===== src/rtl/iso_dec_pkg.sv =====
package iso_dec_pkg;

	localparam int NAME_BUFFER_BYTES_DEF = 256;

	// Name status codes
	localparam logic [1:0] ST_OK      = 2'd0;
	localparam logic [1:0] ST_DOTNAME = 2'd1;
	localparam logic [1:0] ST_INVALID = 2'd2;

	localparam logic [7:0] CH_NUL  = 8'h00;
	localparam logic [7:0] CH_DOT  = 8'h2E;
	localparam logic [7:0] CH_SEMI = 8'h3B;

	localparam logic [7:0] UTF_LEAD2 = 8'hC0;
	localparam logic [7:0] UTF_LEAD3 = 8'hE0;
	localparam logic [7:0] UTF_CONT  = 8'h80;

	typedef struct packed {
		logic [7:0] out_byte;
		logic       byte_valid;
		logic       name_done;
		logic [1:0] status;
		logic       run_last;
	} res_t;

endpackage


===== src/rtl/iso_dec_core.sv =====
module iso_dec_core import iso_dec_pkg::*; #(
	parameter int NAME_BUFFER_BYTES = NAME_BUFFER_BYTES_DEF
) (
	input  logic             clk,
	input  logic             arst_n,
	input  logic             go,
	input  logic             joliet_mode,
	input  logic [7:0]       in_byte,
	input  logic             in_last,
	output res_t [2:0]       res,
	output logic [1:0]       res_n
);

	localparam int CNT_W = $clog2(NAME_BUFFER_BYTES);
	localparam logic [CNT_W+1:0] NB = (CNT_W+2)'(NAME_BUFFER_BYTES);

	logic             started_q, nj_q, ph_q, stop_q, held_q, inv_q, dots_q;
	logic [7:0]       hi_q;
	logic [CNT_W-1:0] cnt_q;

	logic             started_n, nj_n, ph_n, stop_n, held_n, inv_n, dots_n;
	logic [7:0]       hi_n;
	logic [CNT_W-1:0] cnt_n;

	logic             nj, single_dot, proc, go_on;
	logic [15:0]      cp;
	logic [7:0]       e [3];
	logic [1:0]       k;
	logic [CNT_W+1:0] cnt_w;
	logic [1:0]       st;

	function automatic logic is_bad(input logic [7:0] c);
		return (c < 8'd32) || (c == 8'h2F) || (c == 8'h5C) || (c == 8'h3A);
	endfunction

	assign nj         = started_q ? nj_q : joliet_mode;
	assign single_dot = in_last && !started_q && (in_byte <= 8'd1);
	assign proc       = !single_dot && !stop_q;
	assign cp         = {hi_q, in_byte};

	always_comb begin
		hi_n   = hi_q;
		ph_n   = ph_q;
		stop_n = stop_q;
		held_n = held_q;
		inv_n  = inv_q;
		go_on  = 1'b1;
		k      = 2'd0;
		e[0]   = 8'h00;
		e[1]   = 8'h00;
		e[2]   = 8'h00;
		if (proc) begin
			if (nj) begin
				if (!ph_q) begin
					if (!in_last) begin
						hi_n = in_byte;
						ph_n = 1'b1;
					end
				end else begin
					ph_n = 1'b0;
					if (cp == 16'h0000 || cp == {8'h00, CH_SEMI}) begin
						stop_n = 1'b1;
					end else if (cp > 16'h007F) begin
						// wide unit needs room for three bytes, else dropped
						if (({2'b00, cnt_q} + (CNT_W+2)'(3)) < NB) begin
							if (cp < 16'h0800) begin
								e[0] = UTF_LEAD2 | {3'b000, cp[10:6]};
								e[1] = UTF_CONT | {2'b00, cp[5:0]};
								k    = 2'd2;
							end else begin
								e[0] = UTF_LEAD3 | {4'b0000, cp[15:12]};
								e[1] = UTF_CONT | {2'b00, cp[11:6]};
								e[2] = UTF_CONT | {2'b00, cp[5:0]};
								k    = 2'd3;
							end
						end
					end else if (is_bad(in_byte)) begin
						inv_n  = 1'b1;
						stop_n = 1'b1;
						held_n = 1'b0;
					end else begin
						e[0] = in_byte;
						k    = 2'd1;
					end
				end
			end else begin
				if (held_q) begin
					held_n = 1'b0;
					if (in_byte == CH_SEMI) begin
						stop_n = 1'b1;
						go_on  = 1'b0;
					end else begin
						e[0] = CH_DOT;
						k    = 2'd1;
						if (({2'b00, cnt_q} + (CNT_W+2)'(2)) >= NB) begin
							stop_n = 1'b1;
							go_on  = 1'b0;
						end
					end
				end
				if (go_on) begin
					if (in_byte == CH_SEMI || in_byte == CH_NUL) begin
						stop_n = 1'b1;
					end else if (is_bad(in_byte)) begin
						inv_n  = 1'b1;
						stop_n = 1'b1;
						held_n = 1'b0;
					end else if (in_byte == CH_DOT) begin
						held_n = 1'b1;
					end else begin
						e[k] = in_byte;
						k    = k + 2'd1;
					end
				end
			end
		end
		cnt_w = {2'b00, cnt_q} + {{CNT_W{1'b0}}, k};
		if (cnt_w + (CNT_W+2)'(1) >= NB)
			stop_n = 1'b1;
		// a dot still held at the end of the name goes out
		if (in_last && held_n && !stop_n) begin
			e[k]   = CH_DOT;
			k      = k + 2'd1;
			cnt_w  = cnt_w + (CNT_W+2)'(1);
			held_n = 1'b0;
		end
	end

	always_comb begin
		dots_n = dots_q;
		for (int i = 0; i < 3; i++)
			if (2'(i) < k && e[i] != CH_DOT)
				dots_n = 1'b0;
	end

	always_comb begin
		if (single_dot)
			st = ST_DOTNAME;
		else if (inv_n || cnt_w == '0)
			st = ST_INVALID;
		else if (dots_n && (cnt_w == (CNT_W+2)'(1) || cnt_w == (CNT_W+2)'(2)))
			st = ST_DOTNAME;
		else
			st = ST_OK;
	end

	always_comb begin
		for (int i = 0; i < 3; i++) begin
			res[i].out_byte   = e[i];
			res[i].byte_valid = 2'(i) < k;
			res[i].name_done  = 1'b0;
			res[i].status     = ST_OK;
			res[i].run_last   = 1'b0;
		end
		if (in_last) begin
			res_n = (k == 2'd0) ? 2'd1 : k;
			res[res_n - 2'd1].name_done = 1'b1;
			res[res_n - 2'd1].status    = st;
			res[res_n - 2'd1].run_last  = 1'b1;
		end else begin
			res_n = k;
			if (k != 2'd0)
				res[k - 2'd1].run_last = 1'b1;
		end
	end

	assign started_n = 1'b1;
	assign nj_n      = nj;
	assign cnt_n     = cnt_w[CNT_W-1:0];

	always_ff @(posedge clk or negedge arst_n) begin
		if (!arst_n) begin
			started_q <= 1'b0;
			nj_q      <= 1'b0;
			hi_q      <= 8'h00;
			ph_q      <= 1'b0;
			cnt_q     <= '0;
			stop_q    <= 1'b0;
			held_q    <= 1'b0;
			inv_q     <= 1'b0;
			dots_q    <= 1'b1;
		end else if (go) begin
			if (in_last) begin
				started_q <= 1'b0;
				nj_q      <= 1'b0;
				hi_q      <= 8'h00;
				ph_q      <= 1'b0;
				cnt_q     <= '0;
				stop_q    <= 1'b0;
				held_q    <= 1'b0;
				inv_q     <= 1'b0;
				dots_q    <= 1'b1;
			end else begin
				started_q <= started_n;
				nj_q      <= nj_n;
				hi_q      <= hi_n;
				ph_q      <= ph_n;
				cnt_q     <= cnt_n;
				stop_q    <= stop_n;
				held_q    <= held_n;
				inv_q     <= inv_n;
				dots_q    <= dots_n;
			end
		end
	end

endmodule


===== src/rtl/iso_dec_obuf.sv =====
module iso_dec_obuf import iso_dec_pkg::*; (
	input  logic       clk,
	input  logic       arst_n,
	input  logic       load,
	input  res_t [2:0] ld_res,
	input  logic [1:0] ld_n,
	output logic       free,
	output logic       out_valid,
	input  logic       out_ready,
	output res_t       out_res
);

	res_t [2:0] r_q;
	logic [1:0] n_q, rd_q;
	logic       take, at_end;

	assign out_valid = n_q != 2'd0;
	assign out_res   = r_q[rd_q];
	assign take      = out_valid && out_ready;
	assign at_end    = rd_q == n_q - 2'd1;
	assign free      = !out_valid || (take && at_end);

	always_ff @(posedge clk) begin
		if (load)
			r_q <= ld_res;
	end

	always_ff @(posedge clk or negedge arst_n) begin
		if (!arst_n) begin
			n_q  <= 2'd0;
			rd_q <= 2'd0;
		end else if (load) begin
			n_q  <= ld_n;
			rd_q <= 2'd0;
		end else if (take) begin
			if (at_end) begin
				n_q  <= 2'd0;
				rd_q <= 2'd0;
			end else begin
				rd_q <= rd_q + 2'd1;
			end
		end
	end

endmodule


===== src/rtl/iso9660_name_decoder.sv =====
// Each accepted input item is registered, then decoded into the result buffer.
// Throughput: one input item per cycle while each item yields at most one result
//   and m_tready is high; an item yielding k results (k up to 3) holds the decode
//   stage until the single result port drains the three-entry result buffer.
// Reset (arst_n low, asynchronous): stages empty, name state cleared, joliet_mode 0.
module iso9660_name_decoder import iso_dec_pkg::*; #(
	parameter int NAME_BUFFER_BYTES = NAME_BUFFER_BYTES_DEF
) (
	input  logic        clk,
	input  logic        arst_n,
	// input items
	input  logic        s_tvalid,
	output logic        s_tready,
	input  logic [7:0]  s_tdata,   // [7:0] name_byte
	input  logic        s_tlast,   // last_byte
	// result items
	output logic        m_tvalid,
	input  logic        m_tready,
	output logic [15:0] m_tdata,   // [7:0] out_byte, [9:8] status, [15:10] zero
	output logic [1:0]  m_tuser,   // [0] byte_valid, [1] name_done
	output logic        m_tlast,   // run_last
	// configuration
	input  logic        cfg_valid,
	output logic        cfg_ready,
	input  logic        cfg_data   // joliet_mode
);

	logic       v_s1;
	logic [7:0] byte_s1;
	logic       last_s1;
	logic       joliet_q;

	logic       free, go;
	res_t [2:0] step_res;
	logic [1:0] step_n;
	res_t       cur;

	// Decode step fires when the input stage holds an item and the
	// result buffer is empty or hands over its final entry this cycle.
	assign go       = v_s1 && free;
	assign s_tready = !v_s1 || go;
	assign cfg_ready = 1'b1;

	// Input stage: plain register, refills in the same cycle it drains.
	always_ff @(posedge clk or negedge arst_n) begin
		if (!arst_n) begin
			v_s1 <= 1'b0;
		end else if (s_tvalid && s_tready) begin
			v_s1 <= 1'b1;
		end else if (go) begin
			v_s1 <= 1'b0;
		end
	end

	always_ff @(posedge clk) begin
		if (s_tvalid && s_tready) begin
			byte_s1 <= s_tdata;
			last_s1 <= s_tlast;
		end
	end

	// Mode register; the core latches it at the first byte of each name.
	always_ff @(posedge clk or negedge arst_n) begin
		if (!arst_n) begin
			joliet_q <= 1'b0;
		end else if (cfg_valid && cfg_ready) begin
			joliet_q <= cfg_data;
		end
	end

	iso_dec_core #(
		.NAME_BUFFER_BYTES(NAME_BUFFER_BYTES)
	) u_core (
		.clk         (clk),
		.arst_n      (arst_n),
		.go          (go),
		.joliet_mode (joliet_q),
		.in_byte     (byte_s1),
		.in_last     (last_s1),
		.res         (step_res),
		.res_n       (step_n)
	);

	// Result buffer: up to three results per item, one out per cycle while m_tready is high.
	iso_dec_obuf u_obuf (
		.clk       (clk),
		.arst_n    (arst_n),
		.load      (go),
		.ld_res    (step_res),
		.ld_n      (step_n),
		.free      (free),
		.out_valid (m_tvalid),
		.out_ready (m_tready),
		.out_res   (cur)
	);

	assign m_tdata = {6'b000000, cur.status, cur.out_byte};
	assign m_tuser = {cur.name_done, cur.byte_valid};
	assign m_tlast = cur.run_last;

`ifndef NO_ASSERTIONS
	// the end-of-name result is always the final result of its item
	a_done_last: assert property (@(posedge clk) disable iff (!arst_n)
		m_tvalid && m_tuser[1] |-> m_tlast)
		else $error("name_done without run_last");

	// an empty result only exists to carry the end of a name
	a_empty_done: assert property (@(posedge clk) disable iff (!arst_n)
		m_tvalid && !m_tuser[0] |-> m_tuser[1])
		else $error("empty result without name_done");

	// status is zero except on the end-of-name result, and never code 3
	a_status: assert property (@(posedge clk) disable iff (!arst_n)
		m_tvalid |-> (m_tuser[1] || m_tdata[9:8] == ST_OK) && m_tdata[9:8] != 2'd3)
		else $error("bad status on result");

	// an item in the input stage is not dropped while the buffer is busy
	a_hold_s1: assert property (@(posedge clk) disable iff (!arst_n)
		v_s1 && !free |=> v_s1)
		else $error("input stage lost an item");
`endif

endmodule


===== config.mk =====
export PLATFORM = sky130hd
export DESIGN_NAME = iso9660_name_decoder
export DESIGN_NICKNAME = d
export VERILOG_FILES = /design/src/rtl/iso_dec_pkg.sv /design/src/rtl/iso_dec_core.sv /design/src/rtl/iso_dec_obuf.sv /design/src/rtl/iso9660_name_decoder.sv
export SDC_FILE = /design/constraint.sdc
export NUM_CORES = 1
export LEC_CHECK = 0
export BUFFER_PORTS_ARGS = -buffer_cell sky130_fd_sc_hd__buf_2
export CORE_ASPECT_RATIO = 0.8
export CORE_UTILIZATION = 55
export DETAILED_ROUTE_END_ITERATION = 8
export PLACE_DENSITY = 0.77
export SYNTH_ARGS = -nofsm -noshare
export SYNTH_HDL_FRONTEND = slang
export SYNTH_SLANG_ARGS = --single-unit

===== constraint.sdc =====
create_clock -name clk -period 4.91 [get_ports clk]
set_clock_uncertainty 0.15 [all_clocks]
set_input_delay 0.491 -clock clk [delete_from_list [all_inputs] [get_ports clk]]
set_output_delay 0.491 -clock clk [all_outputs]
set_load 0.01 [all_outputs]

* Yosys cells after proc, flatten, opt, wreduce, memory -nomap -nowiden *
Cells that the tools add are included.

cells by class
  add/subtract/negate cells = 10
  magnitude comparators = 19
  equality and inequality tests = 13
  mux-type cells = 127
  bitwise gates (word level) = 5
  reductions and logical operators = 46

operators with widths
  kind                    number
  $mux W24                10
  $bwmux W39              4
  $demux W13 S2           4
  $mux W8                 13
  $mux W39                2
  $mux W1                 59
  $mux W2                 24
  $demux W8 S2            2
  $eq A8 B6 Y1 const B    4
  $bmux W13 S2            1
  $bwmux W24              1
  $ne A8 B6 Y1 const B    3
  $ge A10 B9 Y1 const B   2
  $add A8 B2 Y9 const B   2
  $logic_and A1 B1 Y1     17
  $eq A16 B6 Y1 const B   1
  $gt A16 B7 Y1 const B   1
  $logic_not A16 Y1       1
  $lt A16 B12 Y1 const B  1
  $mux W16                1
  $mux W14                1
  $reduce_bool A2 Y1      7
  $mux W13                1
  $and A12 B12 Y12        1
  33 further kinds        57

storage, ports and cells
  register bits after elaboration = 77
  input port bits = 15

* Depth between registers and ports, before layout *
  depth in word-level cells = 33
  gate-level depth with buffers = 24
  gate-level depth less buffers = 20

* Modules after synthesis *
Synthesis repeated with hierarchy kept, for this count alone.

unflattened totals
  cell total of the unflattened synthesis = 501
  area, all modules = 4954.8 um^2

modules (own cells, without submodules)
  module                instances  cells an instance  area each (um^2)  seq. area each (um^2)
  iso_dec_core          1          370                2834.0            576.8
  iso_dec_obuf          1          106                1690.4            1271.2
  iso9660_name_decoder  1          25                 430.4             320.3

* Worst setup path before layout *
Ideal clock, no wire load.

  path type = register to register
  start point = reg byte_s1[2]
  end point = reg u_obuf.n_q[0]
  library setup time = 0.138 ns
  data arrival time = 4.641 ns
  required time = 4.622 ns
  slack = -0.019 ns
  cell stages (with the launch flop) = 24
  buffers on the path = 3
  period minus slack after synthesis = 4.929 ns
  cell sequence = edfxtp_1 -> or3_1 -> o31ai_1 -> inv_1 -> ha_1 -> a31oi_1 -> a21oi_1 -> and2_1 -> clkbuf_2 -> ha_1 -> fa_1 -> clkbuf_1 -> nor3b_1 -> mux2i_1 -> a21oi_1 -> a31oi_1 -> and3_1 -> clkbuf_1 -> nand2_1 -> mux2_2 -> nand2_1 -> inv_1 -> o21ai_0 -> o21ai_0

between the ends
  word-level cells in the longest chain between the ends = 23
  elaborated cells on any way between the ends = 75
  classes of those cells = 4 x add/sub; 5 x order compare; 6 x eq/ne; 46 x mux; 14 x reduce/logical

ends and longest elaborated chain
  what                    line                                     RTL
  from (decl)             iso9660_name_decoder.sv:29               logic [7:0] byte_s1;
  from (signal assigned)  iso9660_name_decoder.sv:57               byte_s1 <= s_tdata;
  $eq A8 B6 Y1            iso_dec_core.sv:89, iso_dec_core.sv:102
  $mux W1                 iso_dec_core.sv:89                       if (in_byte == CH_SEMI) begin
  $mux W2                 iso_dec_core.sv:87                       if (held_q) begin
  $mux W2                 iso_dec_core.sv:53                       if (nj) begin
  $mux W2                 iso_dec_core.sv:52                       if (proc) begin
  $add A2 B1 Y2           iso_dec_core.sv:112                      k = k + 2'd1;
  $mux W2                 iso_dec_core.sv:108                      end else if (in_byte == CH_DOT) begin
  $mux W2                 iso_dec_core.sv:104                      end else if (is_bad(in_byte)) begin
  [... 7 more ...]        -
  $mux W1                 iso_dec_core.sv:118                      if (cnt_w + (CNT_W+2)'(1) >= NB)
  $logic_not A1 Y1        iso_dec_core.sv:121                      if (in_last && held_n && !stop_n) begin
  $logic_and A1 B1 Y1     iso_dec_core.sv:121
  $mux W2 *               iso_dec_core.sv:121
  $logic_not A2 Y1        iso_dec_core.sv:156                      res_n = (k == 2'd0) ? 2'd1 : k;
  $mux W2                 iso_dec_core.sv:156
  $mux W2 *               iso_dec_core.sv:155                      if (in_last) begin
  $mux W2 *               iso_dec_obuf.sv:32                       end else if (load) begin
  to (signal assigned)    iso_dec_obuf.sv:33                       n_q <= ld_n;
  to (decl)               iso_dec_obuf.sv:14                       logic [1:0] n_q, rd_q;

Every way passes the cells marked *; elsewhere a longest branch is shown, timed or not. The select of a mux whose other input is x is not followed.
A chain may end at the register's enable or synchronous reset.

* Worst setup path after layout *
  start point = reg byte_s1[7]
  end point = reg u_obuf.r_q[2] in the netlist's numbering, data pin

between the ends
  word-level cells in the longest chain between the ends = 29
  elaborated cells on any way between the ends = 103
  classes of those cells = 6 x add/sub; 7 x order compare; 6 x eq/ne; 66 x mux; 18 x reduce/logical

ends and longest elaborated chain
  what                                                                       line                                                           RTL
  $eq A8 B6 Y1                                                               iso_dec_core.sv:89, iso_dec_core.sv:102
  $mux W1                                                                    iso_dec_core.sv:89
  $mux W2                                                                    iso_dec_core.sv:87
  $mux W2                                                                    iso_dec_core.sv:53
  $mux W2                                                                    iso_dec_core.sv:52
  $add A2 B1 Y2                                                              iso_dec_core.sv:112
  $mux W2                                                                    iso_dec_core.sv:108
  $mux W2                                                                    iso_dec_core.sv:104
  [... 13 more ...]                                                          -
  $sub A2 B1 Y2                                                              iso_dec_core.sv:157, iso_dec_core.sv:158, iso_dec_core.sv:159
  $lt A2 B3 Y1 (implied by the code) / $ge A2 B1 Y1 (equally long branches)  iso_dec_core.sv:158                                            res[res_n - 2'd1].status = st;
  $logic_and A1 B1 Y1 (implied by the code)                                  iso_dec_core.sv:158
  $mux W3 (implied by the code)                                              iso_dec_core.sv:158
  $demux W13 S2                                                              -
  $bwmux W39                                                                 iso_dec_core.sv:158
  $bwmux W39                                                                 iso_dec_core.sv:159                                            res[res_n - 2'd1].run_last = 1'b1;
  $mux W39 *                                                                 iso_dec_core.sv:155
  to (signal assigned)                                                       iso_dec_obuf.sv:25                                             r_q <= ld_res;
  to (decl)                                                                  iso_dec_obuf.sv:13                                             res_t [2:0] r_q;

Marks and branches as above.

==> impl_metrics.json <==
{
  "synth_edf_count": 46,
  "hold_violations": 0,
  "p_switching_uw": 1740,
  "path_max_fanout": 6,
  "drive_gt1_share_pct": 25.2,
  "ant_nets": 0,
  "synth_ff_type": "edfxtp_1",
  "worst_setup_path_end_kind": "flip-flop",
  "cts.path.max_buffers": 2,
  "min_period_ns": 4.82,
  "synth-adder-area-share_pct": 2.47,
  "grt_use_total_pct": 29.5,
  "die_w_um": 107,
  "internal-power_uw": 2180,
  "fin_crit_sh_pct": 98.1,
  "dp_hpwl_um": 9500,
  "netlist_area_um2": 4850,
  "fmaxAchievable_ghz": 0.208,
  "syn_to_final_growth_pct": 20.6,
  "p_total_uw": 3920,
  "ys_seq_elements": 75,
  "p_leak_uw": 0.00245,
  "drv_cap": 0,
  "die_height_um": 86.0,
  "cts_tree": "done",
  "ir_worst_vdd_mv": 0.415,
  "num_rows": 30,
  "switching_share_pct": 44.4,
  "tightest_slew_ns": 1.06,
  "antenna_found_initial": 0,
  "slew_violations": 0,
  "holdWs_ns": 0.0394,
  "io_buffers": 29,
  "postCtsHoldBufs": 0,
  "num_vias": 4523,
  "drtIter0Drc": 483,
  "cpPeakStageDelay_ns": 0.48,
  "finalWorstSetupSlack_ns": 0.0912,
  "async_reset_ff_share_pct": 38.7,
  "start_util_pct": 57.0,
  "crit_path_top_delay_cell": "fa_2",
  "status": "completed",
  "p_seq_share_pct": 29.7,
  "synth_xor_xnor_area_share_pct": 1.44,
  "synth_top_family_by_area": "compound AO/OA/AOI/OAI gates",
  "nets": 631,
  "utilization_pct": 68.7,
  "drc_errors": 0,
  "synth_compound_area_share_pct": 21.9,
  "coreArea_um2": 8520,
  "detailedRoute.firstPassIterationCount": 5,
  "routed_wl_um": 13500,
  "p_per_area_nw_per_um2": 670,
  "grt_max_degree": 44,
  "pwr-share-clk_pct": 11.9,
  "ctsHtreeMaxLevel": 3,
  "cp.arrival_ns": 4.89,
  "gp_congestion": 0.970,
  "grt_pass1_vias": 4059,
  "setup-violations-final": 0,
  "ys_types": 71,
  "comb_power_share_pct": 58.3,
  "clk_pin_slew_worst_paths_ns": 0.08,
  "cp.required_ns": 4.98,
  "vias_per_cell": 6.25,
  "post-place-ws_ns": -0.0451,
  "maxSlewHeadroom_pct": 28.6,
  "clkSinkCount": 75,
  "synth-simple-area-share_pct": 20.4,
  "wire_per_inst_um": 18.6,
  "cts_buffers": 9,
  "avgSynthCellArea_um2": 9.11,
  "synth_cells": 533,
  "cts_root_buffer": "clkbuf_8",
  "setup_tns_ns": 0,
  "ios": 37,
  "ys_seq_area_share_pct": 43.4,
  "path_class": "flip-flop to flip-flop",
  "path_cells": "or3_4 -> buf_4 -> o32ai_2 -> buf_4 -> a21o_1 -> o21ai_0 -> a21oi_2 -> and2_4 -> ha_4 -> fa_2 -> ha_4 -> nand2_1 -> a21oi_2 -> a31oi_2 -> and3_4 -> nand3_2 -> mux2_4 -> o41ai_4 -> nand2_1 -> nor2_1",
  "gr-total-overflow": 0,
  "ys_warn_count": 0,
  "muxShareOfSynthArea_pct": 4.85,
  "dieArea_um2": 9210,
  "diodes": 0,
  "grt_pass1_wl_um": 20800,
  "insertion_delay_ns": 0.36,
  "hold_path_class": "input port to async pin",
  "start_kind": "flip-flop"
}
[sequential cells by signal, indices dropped and copies added, names as in the netlist, 2 cells and up]
name / flops
u_obuf.n_q: 2
byte_s1: 8
u_obuf.rd_q: 2
u_core.hi_q: 8
u_core.cnt_q: 8
u_obuf.r_q: 37
[placed cells by master (no fill, tap or decap), types with 8 or more instances in the layout]
| cell type | synthesis | final |
|---|---|---|
| dfrtp_1 | 28 | 27 |
| inv_1 | 21 | 20 |
| and3_1 | 17 | 16 |
| a21oi_1 | 21 | 17 |
| a31oi_1 | 15 | 12 |
| a21o_1 | 8 | 8 |
| nor2_1 | 29 | 28 |
| nand2_1 | 77 | 77 |
| nor3_1 | 12 | 12 |
| nand3_1 | 14 | 13 |
| buf_4 | 7 | 64 |
| o31ai_1 | 9 | 8 |
| a22o_1 | 9 | 9 |
| buf_2 | 7 | 29 |
| o21ai_0 | 54 | 54 |
| mux2i_1 | 19 | 17 |
| edfxtp_1 | 46 | 46 |
| clkbuf_8 | 0 | 9 |
[Yosys cell counts, drive strengths merged (14+ instances only)]
master / count / area (um2)
nand2: 77 / 289
o21ai: 55 / 275
edfxtp: 46 / 1380
nor2: 30 / 115
dfrtp: 28 / 701
a21oi: 22 / 114
inv: 22 / 82.6
clkbuf: 21 / 80.1
mux2i: 19 / 190
and3: 17 / 106
a31oi: 15 / 93.8
buf: 15 / 91.3
nand3: 14 / 70.1
nor3: 14 / 80.1
[cell families (layout without fill, tap and decap cells)]
group	Yosys count	count (layout)
multiplexers	23	23
XOR/XNOR	8	8
flip-flops	75	75
adder cells (fa/ha/maj)	9	9
AO/OA/AOI/OAI	159	159
other	2	7
AND/OR/NAND/NOR	198	198
buffers and inverters	59	133
[worst max-delay path, delay by kind of cell (launching register included)]
| kind | cells | cell delay, ns |
|---|---|---|
| adder cells (fa/ha/maj) | 3 | 0.82 |
| AO/OA/AOI/OAI | 7 | 1.26 |
| multiplexers | 1 | 0.34 |
| AND/OR/NAND/NOR | 7 | 1.31 |
| flip-flops | 1 | 0.45 |
| buffers and inverters | 2 | 0.36 |
[path summary, 6_finish.rpt]
| kind | from | end | slack (ns) | cells after the start |
|---|---|---|---|---|
| worst max-delay path | byte_s1[7]$_DFFE_PP_ | u_obuf.r_q[2]$_SDFFCE_PN0P_ | 0.09 | 20 |
| worst min-delay path | arst_n | u_core.cnt_q[4]$_DFFE_PN0P_ | 0.04 | 1 |
| worst max register to register | byte_s1[7]$_DFFE_PP_ | u_obuf.r_q[2]$_SDFFCE_PN0P_ | 0.09 | 20 |
| worst min register to register | u_core.dots_q$_DFFE_PN1P_ | u_core.dots_q$_DFFE_PN1P_ | 0.36 | 2 |
| max in group asynchronous | arst_n | u_core.hi_q[1]$_DFFE_PN0P_ | 4.01 | 1 |
| min in group clk | s_tlast | last_s1$_DFFE_PP_ | 0.16 | 1 |
[cell type report]
class | instances | area (um2)
Tap cell | 112 | 140
Clock inverter | 6 | 65.1
Clock buffer | 10 | 128
Fill cell | 687 | 2670
Timing Repair Buffer | 94 | 637
Multi-Input combinational cell | 404 | 2690
Sequential cell | 75 | 2110
Inverter | 23 | 88.8
[layer usage]
metal,routed length (um),vias up,GRT usage (%)
li1,-,2122,-
met1,6030,2113,41.9
met2,5910,258,43.2
met3,1260,30,8.43
met4,296,0,9.84
met5,0,-,0
[per-stage QoR]
step                      std cells  instance area [um2]
after global placement          689                 5340
final                           724                 5850
after CTS                       707                 5560
after global routing            724                 5850
after detailed placement        689                 5340
after floorplan                 538                 4880
[power by group through the flow]
stage | registers, uW | clock network [uW] | logic (uW)
6_report | 1170 | 467 | 2290
5_1_grt | 1190 | 503 | 2470
4_1_cts | 1160 | 475 | 2010
3_5_place_dp | 1180 | 0 | 1990
3_3_place_gp | 1160 | 0 | 1960
2_1_floorplan | 1120 | 0 | 1400
[what timing repair did]
action / in CTS / in global routing
pin swaps: 1 / 14
resized for setup: 4 / 34
setup endpoints to repair: 6 / 27
buffers inserted: 2 / 17
(Power assumes the default switching activity.)
